### config.mk
export PLATFORM = sky130hd
export DESIGN_NAME = i2c_master_bit_sequencer_unit
export DESIGN_NICKNAME = d
export VERILOG_FILES = /design/src/i2cms_pkg.sv /design/src/i2c_master_bit_sequencer_unit.sv /design/src/i2cms_seq.sv
export SDC_FILE = /design/constraint.sdc
export NUM_CORES = 1
export LEC_CHECK = 0
export BUFFER_PORTS_ARGS = -buffer_cell sky130_fd_sc_hd__buf_2
export CELL_PAD_IN_SITES_DETAIL_PLACEMENT = 0
export CELL_PAD_IN_SITES_GLOBAL_PLACEMENT = 2
export CORE_ASPECT_RATIO = 1.4
export CORE_MARGIN = 3
export CORE_UTILIZATION = 35
export CTS_CLUSTER_DIAMETER = 50
export DETAILED_ROUTE_END_ITERATION = 8
export PLACE_DENSITY = 0.74
export SLEW_MARGIN = 10
export SYNTH_ARGS = -nofsm -noshare
export SYNTH_HDL_FRONTEND = slang
export SYNTH_HIERARCHICAL = 1
export SYNTH_SLANG_ARGS = --single-unit
export TNS_END_PERCENT = 10
### constraint.sdc
create_clock -name clk -period 3 [get_ports clk]
set_clock_uncertainty 0.2 [all_clocks]
set_input_delay 0.15 -clock clk [delete_from_list [all_inputs] [get_ports clk]]
set_output_delay 0.15 -clock clk [all_outputs]
set_load 0.005 [all_outputs]
### src/i2cms_pkg.sv
// ----------------------------------------------------------------------------
// i2cms_pkg
// Shared types and constants of the I2C master bit sequencer.
// ----------------------------------------------------------------------------
package i2cms_pkg;

	localparam int BITS_PER_BYTE         = 8;
	localparam int PHASE_COUNT_WIDTH_DEF = 16;
	localparam int PHASE_TICKS_WIDTH     = 16;
	localparam int ACK_TIMEOUT_WIDTH     = 8;
	localparam int CFG_INDEX_WIDTH       = 2;
	localparam int CFG_DATA_WIDTH        = 16;

	localparam logic [PHASE_TICKS_WIDTH-1:0] PHASE_TICKS_RESET = 16'd1;
	localparam logic [ACK_TIMEOUT_WIDTH-1:0] ACK_TIMEOUT_RESET = 8'd250;

	typedef enum logic [CFG_INDEX_WIDTH-1:0] {
		CFG_PHASE_TICKS = 2'd0,
		CFG_ACK_TIMEOUT = 2'd1
	} cfg_index_t;

	typedef enum logic [2:0] {
		MODE_START     = 3'd0,
		MODE_STOP      = 3'd1,
		MODE_WRITE     = 3'd2,
		MODE_READ      = 3'd3,
		MODE_WAIT_ACK  = 3'd4,
		MODE_PULSE     = 3'd5,
		MODE_SEND_ACK  = 3'd6,
		MODE_SEND_NACK = 3'd7
	} mode_t;

	typedef enum logic [4:0] {
		ST_IDLE    = 5'd0,
		ST_STA0    = 5'd1,
		ST_STA1    = 5'd2,
		ST_STA2    = 5'd3,
		ST_STA3    = 5'd4,
		ST_STO0    = 5'd5,
		ST_STO1    = 5'd6,
		ST_STO2    = 5'd7,
		ST_STO3    = 5'd8,
		ST_WR_INIT = 5'd9,
		ST_WR_DATA = 5'd10,
		ST_WR_HI   = 5'd11,
		ST_WR_LO   = 5'd12,
		ST_RD_REL  = 5'd13,
		ST_RD_LO   = 5'd14,
		ST_RD_HI   = 5'd15,
		ST_AK_LO   = 5'd16,
		ST_AK_SET  = 5'd17,
		ST_AK_HI   = 5'd18,
		ST_AK_END  = 5'd19,
		ST_WA_REL  = 5'd20,
		ST_WA_HI   = 5'd21,
		ST_WA_POLL = 5'd22,
		ST_WA_LO   = 5'd23,
		ST_PU_HI   = 5'd24,
		ST_PU_LO   = 5'd25
	} seq_state_t;

	typedef struct packed {
		logic       scl_level;
		logic       sda_drive;
		logic       sda_level;
		logic       busy;
		logic       done;
		logic [7:0] rx_byte;
		logic       ack_error;
	} seq_res_t;

endpackage

### src/i2c_master_bit_sequencer_unit.sv
// ----------------------------------------------------------------------------
// i2c_master_bit_sequencer_unit
// Byte-level I2C master driven by bus ticks, one result per accepted tick.
// ----------------------------------------------------------------------------
// The result of a tick is registered and valid in the cycle after the tick transfer.
// Throughput: one tick per cycle while in_stall is low.
// in_stall rises only while a result waits and out_stall is high.
// Reset: sequencer idle with SCL high and SDA released, phase_ticks 1,
// ack_timeout 250, no result pending; the registered pin outputs are not reset.
// ----------------------------------------------------------------------------
module i2c_master_bit_sequencer_unit import i2cms_pkg::*; #(
	parameter int PHASE_COUNT_WIDTH = PHASE_COUNT_WIDTH_DEF
) (
	input  logic                       clk,
	input  logic                       arst_n,
	input  logic                       in_valid,
	output logic                       in_stall,
	input  logic                       cmd_valid,
	input  logic [2:0]                 mode,
	input  logic [7:0]                 tx_byte,
	input  logic                       ack_after_read,
	input  logic                       sda_sampled,
	output logic                       out_valid,
	input  logic                       out_stall,
	output logic                       scl_level,
	output logic                       sda_drive,
	output logic                       sda_level,
	output logic                       busy_res,
	output logic                       done_res,
	output logic [7:0]                 rx_byte,
	output logic                       ack_error,
	input  logic                       cfg_valid,
	output logic                       cfg_ready,
	input  logic [CFG_INDEX_WIDTH-1:0] cfg_index,
	input  logic [CFG_DATA_WIDTH-1:0]  cfg_data
);

	logic                         step;
	logic                         out_valid_q;
	seq_res_t                     res, res_q;
	logic [PHASE_TICKS_WIDTH-1:0] phase_ticks_q;
	logic [ACK_TIMEOUT_WIDTH-1:0] ack_timeout_q;

	assign in_stall  = out_valid_q & out_stall;
	assign step      = in_valid & ~in_stall;
	assign cfg_ready = 1'b1;

	always_ff @(posedge clk or negedge arst_n) begin
		if (!arst_n) begin
			phase_ticks_q <= PHASE_TICKS_RESET;
			ack_timeout_q <= ACK_TIMEOUT_RESET;
		end else if (cfg_valid && cfg_ready) begin
			unique case (cfg_index_t'(cfg_index))
				CFG_PHASE_TICKS: phase_ticks_q <= cfg_data[PHASE_TICKS_WIDTH-1:0];
				CFG_ACK_TIMEOUT: ack_timeout_q <= cfg_data[ACK_TIMEOUT_WIDTH-1:0];
				default: ;
			endcase
		end
	end

	i2cms_seq #(
		.PHASE_COUNT_WIDTH(PHASE_COUNT_WIDTH)
	) u_seq (
		.clk           (clk),
		.arst_n        (arst_n),
		.step          (step),
		.cmd_valid     (cmd_valid),
		.mode          (mode),
		.tx_byte       (tx_byte),
		.ack_after_read(ack_after_read),
		.sda_sampled   (sda_sampled),
		.phase_ticks   (phase_ticks_q),
		.ack_timeout   (ack_timeout_q),
		.res           (res)
	);

	always_ff @(posedge clk or negedge arst_n) begin
		if (!arst_n) begin
			out_valid_q <= 1'b0;
		end else if (step) begin
			out_valid_q <= 1'b1;
		end else if (!out_stall) begin
			out_valid_q <= 1'b0;
		end
	end

	always_ff @(posedge clk) begin
		if (step) begin
			res_q <= res;
		end
	end

	assign out_valid = out_valid_q;
	assign scl_level = res_q.scl_level;
	assign sda_drive = res_q.sda_drive;
	assign sda_level = res_q.sda_level;
	assign busy_res  = res_q.busy;
	assign done_res  = res_q.done;
	assign rx_byte   = res_q.rx_byte;
	assign ack_error = res_q.ack_error;

endmodule

### src/i2cms_seq.sv
// ----------------------------------------------------------------------------
// i2cms_seq
// Tick-driven pin sequencer: state, counters and pins, one tick per step.
// ----------------------------------------------------------------------------
module i2cms_seq import i2cms_pkg::*; #(
	parameter int PHASE_COUNT_WIDTH = PHASE_COUNT_WIDTH_DEF
) (
	input  logic                         clk,
	input  logic                         arst_n,
	input  logic                         step,
	input  logic                         cmd_valid,
	input  logic [2:0]                   mode,
	input  logic [7:0]                   tx_byte,
	input  logic                         ack_after_read,
	input  logic                         sda_sampled,
	input  logic [PHASE_TICKS_WIDTH-1:0] phase_ticks,
	input  logic [ACK_TIMEOUT_WIDTH-1:0] ack_timeout,
	output seq_res_t                     res
);

	seq_state_t                   state_q, state_n, tgt;
	logic [3:0]                   bit_q, bit_n, bit_inc;
	logic [7:0]                   shift_q, shift_n;
	logic [7:0]                   poll_q, poll_n;
	logic [PHASE_COUNT_WIDTH-1:0] phase_q, phase_n, reload;
	logic                         scl_q, scl_n;
	logic                         drv_q, drv_n;
	logic                         sda_q, sda_n;
	logic                         err_q, err_n;
	logic [7:0]                   rx_q, rx_n;
	logic                         nack_q, nack_n;
	logic                         ent, done;
	logic [PHASE_TICKS_WIDTH-1:0] len_full;

	assign len_full = (phase_ticks == '0) ? '0 : phase_ticks - PHASE_TICKS_WIDTH'(1);

	generate
		if (PHASE_COUNT_WIDTH >= PHASE_TICKS_WIDTH) begin : g_wide
			assign reload = PHASE_COUNT_WIDTH'(len_full);
		end else begin : g_sat
			assign reload = (|len_full[PHASE_TICKS_WIDTH-1:PHASE_COUNT_WIDTH]) ?
				'1 : len_full[PHASE_COUNT_WIDTH-1:0];
		end
	endgenerate

	always_ff @(posedge clk or negedge arst_n) begin
		if (!arst_n) begin
			state_q <= ST_IDLE;
			bit_q   <= '0;
			shift_q <= '0;
			poll_q  <= '0;
			phase_q <= '0;
			scl_q   <= 1'b1;
			drv_q   <= 1'b0;
			sda_q   <= 1'b1;
			err_q   <= 1'b0;
			rx_q    <= '0;
			nack_q  <= 1'b0;
		end else if (step) begin
			state_q <= state_n;
			bit_q   <= bit_n;
			shift_q <= shift_n;
			poll_q  <= poll_n;
			phase_q <= phase_n;
			scl_q   <= scl_n;
			drv_q   <= drv_n;
			sda_q   <= sda_n;
			err_q   <= err_n;
			rx_q    <= rx_n;
			nack_q  <= nack_n;
		end
	end

	always_comb begin
		state_n = state_q;
		bit_n   = bit_q;
		shift_n = shift_q;
		poll_n  = poll_q;
		phase_n = phase_q;
		scl_n   = scl_q;
		drv_n   = drv_q;
		sda_n   = sda_q;
		err_n   = err_q;
		rx_n    = rx_q;
		nack_n  = nack_q;
		ent     = 1'b0;
		done    = 1'b0;
		tgt     = ST_IDLE;
		bit_inc = bit_q + 4'd1;

		if (state_q == ST_IDLE) begin
			if (cmd_valid) begin
				err_n  = 1'b0;
				bit_n  = '0;
				poll_n = '0;
				ent    = 1'b1;
				unique case (mode_t'(mode))
					MODE_START: tgt = ST_STA0;
					MODE_STOP: tgt = ST_STO0;
					MODE_WRITE: begin
						shift_n = tx_byte;
						tgt     = ST_WR_INIT;
					end
					MODE_READ: begin
						shift_n = '0;
						nack_n  = ~ack_after_read;
						tgt     = ST_RD_REL;
					end
					MODE_WAIT_ACK: tgt = ST_WA_REL;
					MODE_PULSE: tgt = ST_PU_HI;
					MODE_SEND_ACK: begin
						nack_n = 1'b0;
						tgt    = ST_AK_LO;
					end
					MODE_SEND_NACK: begin
						nack_n = 1'b1;
						tgt    = ST_AK_LO;
					end
				endcase
			end
		end else if (state_q == ST_WA_POLL) begin
			if (!sda_sampled) begin
				ent = 1'b1;
				tgt = ST_WA_LO;
			end else if (poll_q >= ack_timeout) begin
				err_n = 1'b1;
				ent   = 1'b1;
				tgt   = ST_STO0;
			end else begin
				poll_n = poll_q + 8'd1;
			end
		end else if (phase_q != '0) begin
			phase_n = phase_q - PHASE_COUNT_WIDTH'(1);
		end else begin
			ent = 1'b1;
			unique case (state_q)
				ST_STA0: tgt = ST_STA1;
				ST_STA1: tgt = ST_STA2;
				ST_STA2: tgt = ST_STA3;
				ST_STO0: tgt = ST_STO1;
				ST_STO1: tgt = ST_STO2;
				ST_STO2: tgt = ST_STO3;
				ST_WR_INIT: tgt = ST_WR_DATA;
				ST_WR_DATA: tgt = ST_WR_HI;
				ST_WR_HI: tgt = ST_WR_LO;
				ST_WR_LO: begin
					bit_n = bit_inc;
					if (bit_inc < 4'(BITS_PER_BYTE)) begin
						tgt = ST_WR_DATA;
					end else begin
						ent  = 1'b0;
						done = 1'b1;
					end
				end
				ST_RD_REL: tgt = ST_RD_LO;
				ST_RD_LO: tgt = ST_RD_HI;
				ST_RD_HI: begin
					shift_n = {shift_q[6:0], sda_sampled};
					bit_n   = bit_inc;
					if (bit_inc < 4'(BITS_PER_BYTE)) begin
						tgt = ST_RD_LO;
					end else begin
						rx_n = shift_n;
						tgt  = ST_AK_LO;
					end
				end
				ST_AK_LO: tgt = ST_AK_SET;
				ST_AK_SET: tgt = ST_AK_HI;
				ST_AK_HI: tgt = ST_AK_END;
				ST_WA_REL: tgt = ST_WA_HI;
				ST_WA_HI: tgt = ST_WA_POLL;
				ST_PU_HI: tgt = ST_PU_LO;
				default: begin
					ent  = 1'b0;
					done = 1'b1;
				end
			endcase
			if (done) begin
				state_n = ST_IDLE;
			end
		end

		if (ent) begin
			state_n = tgt;
			phase_n = reload;
			unique case (tgt)
				ST_STA0: begin
					drv_n = 1'b1;
					sda_n = 1'b1;
				end
				ST_STA1, ST_STO2, ST_WR_HI, ST_RD_HI, ST_AK_HI, ST_WA_HI, ST_PU_HI: begin
					scl_n = 1'b1;
				end
				ST_STA2, ST_STO1: sda_n = 1'b0;
				ST_STO0, ST_WR_INIT: begin
					drv_n = 1'b1;
					scl_n = 1'b0;
				end
				ST_STO3: sda_n = 1'b1;
				ST_WR_DATA: begin
					sda_n   = shift_n[7];
					shift_n = {shift_n[6:0], 1'b0};
				end
				ST_RD_REL, ST_WA_REL: begin
					drv_n = 1'b0;
					sda_n = 1'b1;
				end
				ST_AK_SET: begin
					drv_n = 1'b1;
					sda_n = nack_n;
				end
				ST_STA3, ST_WR_LO, ST_RD_LO, ST_AK_LO, ST_AK_END, ST_WA_LO, ST_PU_LO: begin
					scl_n = 1'b0;
				end
				default: ;
			endcase
		end

		res.scl_level = scl_n;
		res.sda_drive = drv_n;
		res.sda_level = drv_n ? sda_n : 1'b1;
		res.busy      = (state_n != ST_IDLE);
		res.done      = done;
		res.rx_byte   = rx_n;
		res.ack_error = err_n;
	end

endmodule
======== After elaboration in Yosys (flattened, before gate mapping) ========
Index checks and enable logic that the tools add are counted.
cells by class
  muxes and demuxes ....................... 72
  equality and inequality tests ........... 59
  add/sub/neg operators ................... 4
  order comparisons ....................... 2
  reduce and logical (&&, ||, !) cells .... 25
  bitwise gates (word level) .............. 4
operators with widths
  operator                                                                count
  8-bit two-way mux                                                       17
  5-bit one-hot mux with 19 select lines                                  1
  5-bit equality test (second input constant)                             16
  16-bit two-way mux                                                      5
  5-bit by 4-bit equality test with 1-bit output (second input constant)  15
  5-bit two-way mux                                                       11
  5-bit by 3-bit equality test with 1-bit output (second input constant)  7
  5-bit one-hot mux with 7 select lines                                   1
  16-bit by 1-bit subtractor with 16-bit output (second input constant)   2
  4-bit two-way mux                                                       6
  1-bit two-way mux                                                       23
  5-bit by 2-bit equality test with 1-bit output (second input constant)  4
  18-bit OR reduction                                                     1
  16-bit logical NOT                                                      1
  8-bit one-hot mux with 2 select lines                                   1
  16-bit nonzero test                                                     1
  3-bit equality test (second input constant)                             4
  2-bit by 1-bit != test with 1-bit output (second input constant)        6
  5-bit by 1-bit equality test with 1-bit output (second input constant)  2
  5-bit AND reduction                                                     2
  9-bit OR reduction                                                      1
  8-bit by 1-bit adder with 8-bit output (second input constant)          1
  8-bit greater-or-equal comparator                                       1
  1-bit one-hot mux with 2 select lines                                   4
  22 further kinds                                                        33
word-level totals
  logic and storage cells ................. 187
  output and inout port bits .............. 17
  register bits ........................... 93
  bits of input ports ..................... 37

======== Depth between registers and ports, before layout ========
Gate-level depths: netlist (run 1).
  depth after elaboration ................. 13
  gate-level depth with buffers ........... 13
  depth with buffers taken out ............ 11

======== Modules after synthesis ========
Netlist (run 1), hierarchy kept.
modules (own cells, without submodules)
  module                         times used  cells each  area each (um^2)  seq. area each (um^2)
  i2cms_seq                      1           516         4324.1            1353.8
  i2c_master_bit_sequencer_unit  1           71          1392.6            1054.8

======== Worst setup path before layout (run 1) ========
Ideal clock, no wire load.
  kind .................................... reg-to-reg
  start ................................... reg u_seq.poll_q[0]
  end ..................................... reg u_seq.phase_q[14]
  required time ........................... 2734 ps
  path slack .............................. -22 ps
  cell stages (with the launch flop) ...... 12
  setup time .............................. 66 ps
  path buffers ............................ 0
  data arrival time ....................... 2756 ps
  path through ............................ dfrtp_1 > inv_1 > ha_1 > nand2b_1 > a2111oi_0 > nor4_1 > nor2_1 > o311ai_1 > a21boi_2 > or3_1 > o32ai_1 > a22o_1
between the ends
  longest elaborated chain between the ends .. 7
  elaborated cells on any way between the ends .. 10
  those cells by class .................... order compare (1); eq/ne (2); mux (5); reduce/logical (2)
RTL lines
  what                                                                                             line              source
  start, declared                                                                                  i2cms_seq.sv:24   logic [7:0] poll_q, poll_n;
  start signal, assigned                                                                           i2cms_seq.sv:63   poll_q <= poll_n;
  8-bit greater-or-equal comparator (*)                                                            i2cms_seq.sv:125  end else if (poll_q >= ack_timeout) begin
  1-bit two-way mux (*)                                                                            i2cms_seq.sv:125
  1-bit two-way mux (*)                                                                            i2cms_seq.sv:122  if (!sda_sampled) begin
  1-bit two-way mux (*)                                                                            i2cms_seq.sv:121  end else if (state_q == ST_WA_POLL) begin
  1-bit two-way mux (*)                                                                            i2cms_seq.sv:91   if (state_q == ST_IDLE) begin
  2-bit by 1-bit != test with 1-bit output (no line) / 2-bit nonzero test (equally long branches)  --
  4-bit AND reduction (no line)                                                                    --
  end signal, assigned                                                                             i2cms_seq.sv:64   phase_q <= phase_n;
  end, declared                                                                                    i2cms_seq.sv:25   logic [PHASE_COUNT_WIDTH-1:0] phase_q, phase_n, reload;
Every way passes the cells marked *; elsewhere a longest branch is shown, timed or not.
A chain may end at the register's enable or synchronous reset.

==> key figures, run 1 <==
Outcome
  – Status: finished clean

Yosys
  – Post-synth EDFFs: 14
  – Post-synthesis sequential area ratio: 0.421
  – Post-Syn Nets: 636
  – Avg Cell Area, Syn: ~10 um^2
  – #FFs+latches synth: 93
  – Primary FF master, synth: dfrtp_1
  – Ys Warns: 6
  – Ys async rst share: 0.849
  – Syn Std Cell Area: 5720 um^2
  – Yosys top cell area share: 0.306
  – Synth unique cells: 80
  – Syn Inst Count: roughly 600
  – Yosys top cell by area: dfrtp_1
  – Largest cells by area after synthesis: dfrtp_1 (31%), mux2_2 (8.7%), edfxtp_1 (7.4%), dfstp_2 (4.1%), o21ai_0 (3.4%)

Global routing
  – Vias in the first global route: approximately 5,400
  – Overflow left after global routing: 0
  – Tot GR Track Use: 0.190
  – First-pass GRT wire length: 27.0 mm
  – Initial antenna violation count: 0
  – Pin count of the biggest net entering global routing: 47

Clock network
  – TritonCTS Buffers: 9
  – Root buffer cell: clkbuf_16
  – Clock transition at path regs: 0.07 ns
  – Clk sink count: between 90 and 100
  – CTS tree: yes
  – Clk_lat worst skew: 0.35 ns
  – Clk buf depth: 2
  – H-tree Lvls: 3

Cells and area
  – Finished Layout Cells: 956
  – # fillers: 1,515
  – Area grow syn2layout: 37.0%
  – Design area: 7830 um^2
  – Layout cells sized above 1: 0.382
  – Number of antenna diodes: 0
  – Fin nets: 804

Setup path
  – Most used cell, CP: buf_4
  – Worst-path fanout max: 6
  – Critical path endpoint category: flip-flop
  – Worst path slowest cell: dfstp_2
  – CP bufs+invs: 5
  – Data arrival time of the worst path: 3.03 ns
  – Slowest cell delay on critical path: about 0.53 ns
  – Req. time, crit path: 3.04 ns
  – Reg2Reg Setup Slack: 0.009 ns
  – FF-to-FF End: u_seq/drv_q
  – Startpoint types: flip-flop
  – Critical R2R Launch: ack_timeout_q[1]
  – CP top delay family: buffers and inverters
  – Cells along the critical path: inv_1 -> ha_4 -> a2111oi_4 -> buf_4 -> nor4_2 -> nor2_1 -> buf_6 -> buf_4 -> nand3_1 -> a221oi_2 -> nor3_2 -> buf_4 -> mux2_2
  – R2R depth: 13
  – WS Path Type: reg2reg

Die
  – Top-Level Pins: 54
  – Initial Utilization: 0.362
  – Chip height: around 160 um
  – Core footprint: 15,800 um^2
  – Chip width: around 110 um
  – Full die area: about 18,000 um^2
  – Row cnt: 54

STA
  – Final critical-path required period: ~3.0 ns
  – Worst slew pin tran: 0.754 ns
  – Max Clock Freq: about 330 MHz
  – RSZ-0062 raised after global routing: true
  – Slew Viols, Final: 0
  – Finish-stage setup viols: 0
  – Slew HR: 0.497
  – Hold Fails Final Rpt: 0
  – Fin crit share: 0.997

Routing
  – Via density: 5.46
  – Final ANT Viol Nets: 0
  – Via count: 5,215
  – First drt pass iteration count: 4
  – Residual DRC: 0
  – Drt initial violations: 243
  – Average routed wire per standard cell: between 15 and 20 um
  – Drt total wl: between 15 and 20 mm

Hold path
  – Hold Path Class: in2reg
  – Hold path startpoint: out_stall
  – Hold path endpoint: out_valid
  – Number of cells on the worst hold path: 3

Placement
  – Port-buffer cells: 52
  – Placed insts: 910
  – HPWL after DPL: 12.6 mm
  – Placer Congestion: between 0.8 and 0.9
  – DP Area: around 6900 um^2

Pwr
  – Maximum vdd drop: approximately 0.30 mV
  – P per Cell Area: 746 nW/um^2
  – Leakage Power: approximately 3.4 nW

Job
  – Max-Cap Viols: 0
==> state kept, by name, summed over array words and instances (netlist names), 4 cells and up <==
name	count
phase_ticks_q	16
u_seq/phase_q	16
ack_timeout_q	8
rx_byte	8
u_seq/poll_q	8
u_seq/rx_q	8
u_seq/shift_q	8
u_seq/state_q	5
u_seq/bit_q	4
==> cells in the final DEF, fill, tap and decap left out, types with 6 or more instances in the layout <==
cell type      count
nor3_1            17
buf_2             51
a22o_1            16
edfxtp_1          14
o21ai_1           10
nand2b_1           6
xor2_1            11
a21oi_1           28
dfstp_2            9
a31oi_1            6
buf_4            106
nand3_1           14
dfrtp_1           70
nand2_1           34
clkbuf_16         11
mux2_2            43
xnor2_1            8
inv_1             22
dlygate4sd3_1     21
a211oi_1           8
ha_1              10
o21ai_0           38
nor2_1            44
==> how the worst max path moves through the flow <==
stage / from / end / slack [ns] / depth (start not counted)
2_1_floorplan: u_seq/poll_q[0] / u_seq/phase_q[14] / 0.04 / 11
3_3_place_gp: u_seq/state_q[1] / u_seq/shift_q[2] / -0.07 / 12
3_5_place_dp: u_seq/bit_q[1] / busy_res / -0.1 / 9
4_1_cts: u_seq/state_q[1] / u_seq/shift_q[2] / -0.001 / 14
5_1_grt: u_seq/state_q[1] / u_seq/shift_q[2] / -0.17 / 12
6_report: ack_timeout_q[1] / u_seq/drv_q / 0.009 / 13
==> cell families (layout without fill, tap and decap cells) <==
logic type                 after synthesis  in the layout  share of synthesized area
muxes                                   48             48                     0.0937
AOI/OAI and AO/OA                      167            167                      0.204
DFF                                     93             93                      0.421
other                                    1              1                   0.000656
adders and majority gates               12             12                     0.0263
xor gates and xnor gates                20             20                     0.0306
and+or+nand+nor                        189            189                      0.179
buffers and inverters                   57            230                     0.0444
==> worst register-to-register path, cell delays in order (launching register included) <==
cell and delay [ns]:
dfstp_2 0.53, inv_1 0.06, ha_4 0.25, a2111oi_4 0.33
buf_4 0.17, nor4_2 0.04, nor2_1 0.13, buf_6 0.17
buf_4 0.13, nand3_1 0.08, a221oi_2 0.30, nor3_2 0.09
buf_4 0.14, mux2_2 0.25
==> report_power, final <==
part           switching (W)  internal [W]
sequential          0.000292       0.00160
clock               0.000515      0.000654
combinational        0.00139       0.00139
==> cell type report <==
type                       count  area, um^2  share of cell area
clock inverter                 6        68.8             0.00878
timing repair buffer         190        1470               0.188
tap                          196         245              0.0313
clock buffer                  10         229              0.0292
multi-input combinational    437        3320               0.424
inverter                      24        90.1              0.0115
sequential                    93        2410               0.307
==> through the flow <==
step	utilization	setup TNS [ns]	setup WS (ns)	total power (W)	hold slack, ns
after floorplan	-	0	0.0359	0.00324	-0.346
after global placement	0.439	-0.338	-0.0746	0.00425	-0.0425
after detailed placement	0.439	-0.718	-0.0952	0.00430	-0.0447
after CTS	0.478	-0.00121	-0.00121	0.00561	0.0240
after global routing	0.495	-1.72	-0.170	0.00623	0.0443
final	0.495	0	0.00865	0.00584	0.0251
==> layer usage <==
metal / vias up / global-route usage / routed length, um
met5: - / 0 / 0
met1: 2570 / 0.207 / 6590
met2: 106 / 0.366 / 9070
met3: 26 / 0.0369 / 626
li1: 2513 / - / -
met4: 0 / 0.0589 / 357
==> timing repair <==
action,4_1_cts,5_1_grt
setup endpoints to repair,25,38
gates cloned,0,2
pin swaps,1,11
hold endpoints to repair,62,0
hold buffers,21,0
resized for setup,16,37
setup buffers,2,5
==> Yosys cell counts (all sizes together) (11+ instances only) <==
library cell and count:
nand2 37, a22o 16, a21oi 30, mux2 44, buf 15, nor3 22, xor2 11, ha 12
edfxtp 14, clkbuf 18, o21ai 50, nor2 50, dfrtp 70, nand3 14, inv 24
(Power assumes the default switching activity.)
==> inputs of run 2 (changes only) <==
- HOLD_SLACK_MARGIN: default -> 0.15
==> run 2 against run 1 <==
Against the previous run:
- global-route usage up 0.57 points
- critical endpoint is now u_seq/shift_q[2]
- first-iteration DRC count is the same
- critical path type unchanged
- sequential share of layout area decreased by 0.71 points
- clock power barely moved
==> key figures, run 2 (same netlist as run 1, synthesis figures left out) <==
Outcome
  – Status: finished clean

Setup path
  – WS Path Type: reg2reg
  – Startpoint types: flip-flop
  – Worst-path fanout max: 8 (+2)
  – Cells along the critical path: buf_4 -> nor4bb_1 -> or4_1 -> a31oi_1 -> buf_4 -> o32ai_2 -> buf_4 -> buf_12 -> nor4_4 -> buf_4 -> buf_6 -> nor2_1 -> a31oi_1 -> a21oi_1
  – Data arrival time of the worst path: 3.03 ns (about the same)
  – Worst path slowest cell: or4_1
  – Most used cell, CP: buf_4
  – Critical path endpoint category: flip-flop
  – Slowest cell delay on critical path: 0.54 ns (about the same)
  – Req. time, crit path: 3.03 ns (about the same)

Pwr
  – Overall Power: 0.00590 W (+1.0%)
  – Sw frac: 0.377 (about the same)
  – P per Cell Area: 736 nW/um^2 (-1.3%)
  – Clk network pwr share: 0.199 (about the same)
  – Comb power frac: 0.480 (+0.004)
  – Int Pwr: 0.00368 W (+1.0%)
  – Flop pwr share: 0.321 (-0.003)
  – Leakage Power: 3.44 nW (+2.4%)
  – Sw power: 0.00222 W (+0.95%)
  – Maximum vdd drop: 0.342 mV (+12%)

Placement
  – Port-buffer cells: 52 (unchanged)
  – Placer Congestion: 0.841 (unchanged)
  – HPWL after DPL: 12.6 mm (unchanged)

Clock network
  – CTS tree: yes
  – TritonCTS Buffers: 9 (unchanged)
  – H-tree Lvls: 3 (unchanged)
  – Clock transition at path regs: 0.07 ns (about the same)
  – Root buffer cell: clkbuf_16
  – Clk_lat worst skew: 0.35 ns (about the same)
  – Clk sink count: 93 (unchanged)
  – Clk buf depth: 2 (unchanged)

Global routing
  – Vias in the first global route: 5,488 (+2.2%)
  – Overflow left after global routing: 0 (unchanged)
  – Pin count of the biggest net entering global routing: 47 (unchanged)
  – Initial antenna violation count: 0 (unchanged)
  – First-pass GRT wire length: 27.7 mm (+2.7%)
  – Tot GR Track Use: 0.196 (+0.00569)

Die
  – Initial Utilization: 0.362 (unchanged)
  – Top-Level Pins: 54 (unchanged)
  – Row cnt: 54 (unchanged)
  – Full die area: 17,900 um^2 (unchanged)
  – Core footprint: 15,800 um^2 (unchanged)
  – Chip height: 157 um (unchanged)
  – Chip width: 114 um (unchanged)

Cells and area
  – Most frequent cells in the layout: buf_4 (106), dfrtp_1 (70), buf_2 (51)
  – # fillers: 1,499 (-1.1%)
  – Fin nets: 821 (+2.1%)
  – Top flop regs: phase_ticks_q (16), u_seq/phase_q (16)
  – Layout cells sized above 1: 0.376 (-0.00577)
  – Storage cell area: 2410 um^2 (unchanged)
  – Number of antenna diodes: 0 (unchanged)
  – Area grow syn2layout: 40.3%
  – Multi-input logic area: 3330 um^2 (+0.15%)
  – Most common cell after layout, fill and taps aside: buf_4

Hold path
  – Hold Path Class: in2reg

Routing
  – Final ANT Viol Nets: 0 (unchanged)
  – Drt total wl: 17.1 mm (+3.0%)
  – Drt initial violations: 243 (unchanged)
  – Average routed wire per standard cell: 17.6 um (+1.2%)
  – Via count: 5,325 (+2.1%)
  – Via density: 5.47 (+0.33%)
  – Residual DRC: 0 (unchanged)
  – First drt pass iteration count: 4 (unchanged)

STA
  – Max Clock Freq: 334 MHz (-0.20%)
  – Finish-stage setup viols: 0 (unchanged)
  – Slew HR: 0.568 (+0.0710)
  – Hold Fails Final Rpt: 0 (unchanged)
  – Final TNS setup: 0 ns (unchanged)
  – Slew Viols, Final: 0 (unchanged)
  – Fin crit share: 0.999 (+0.00197)
  – RSZ-0062 raised after global routing: true
  – Worst slew pin tran: 0.644 ns (-0.110 ns)
  – Final critical-path required period: 3.00 ns (+0.00592 ns)

Job
  – Max-Cap Viols: 0 (unchanged)
[run 2: changes by cell type in the layout (fill, tap and decap cells not counted), sizes merged]
cell         change
buf              +1
dlygate4sd3     +16
[run 2: critical path, delay by kind of cell (launching register included)]
family	cells	cell delay, ns
flops	1	0.42
buf+inv	6	0.91
simple gates	4	0.85
compound gates	4	0.51
[run 2: worst paths after layout]
kind                            depth (start not counted)               end  slack (ns)             start
worst min register to register                          1     u_seq/rx_q[3]        0.30     u_seq/rx_q[3]
min in group asynchronous                               2       u_seq/scl_q        0.20            arst_n
worst max register to register                         14  u_seq/shift_q[2]       0.003  u_seq/state_q[1]
worst min-delay path                                    6  u_seq/shift_q[7]        0.18        tx_byte[7]
max in group asynchronous                               3  ack_timeout_q[6]        2.06            arst_n
worst max-delay path                                   14  u_seq/shift_q[2]       0.003  u_seq/state_q[1]
[run 2: routing by layer]
layer,vias up,GRT usage,wire [um]
met5,-,0,0
met4,0,0.0741,581
met3,34,0.0358,658
met2,136,0.372,9230
met1,2608,0.213,6680
li1,2547,-,-
[run 2: power groups by stage]
stage               logic [W]  registers, W  clock network (W)
floorplan             0.00141       0.00183                  0
global placement      0.00238       0.00187                  0
detailed placement    0.00241       0.00189                  0
CTS                   0.00256       0.00188            0.00122
global route          0.00308       0.00194            0.00127
finish                0.00283       0.00189            0.00118
[run 2: area by class of cell]
| class | count | share of cell area |
|---|---|---|
| Tap cell | 196 | 0.0306 |
| Clock inverter | 6 | 0.00858 |
| Sequential cell | 93 | 0.300 |
| Timing Repair Buffer | 207 | 0.206 |
| Clock buffer | 10 | 0.0286 |
| Multi-Input combinational cell | 437 | 0.415 |
| Inverter | 24 | 0.0112 |
[run 2: repair_timing]
action / CTS / global route
gates cloned: 0 / 2
setup endpoints to repair: 25 / 38
hold endpoints to repair: 104 / 0
resized for setup: 16 / 38
setup buffers: 2 / 5
pin swaps: 1 / 11
hold buffers: 38 / 0
[run 2: metrics by stage]
stage / worst slack [ns] / cell area (um^2) / util / hold slack (ns) / cells
finish: 0.00273 / 8020 / 0.507 / 0.176 / 973
global route: -0.170 / 8020 / 0.507 / 0.192 / 973
floorplan: 0.0359 / 5720 / - / -0.346 / 587
CTS: -0.00121 / 7730 / 0.489 / 0.160 / 966
detailed placement: -0.0952 / 6940 / 0.439 / -0.0447 / 910
global placement: -0.0746 / 6940 / 0.439 / -0.0425 / 910
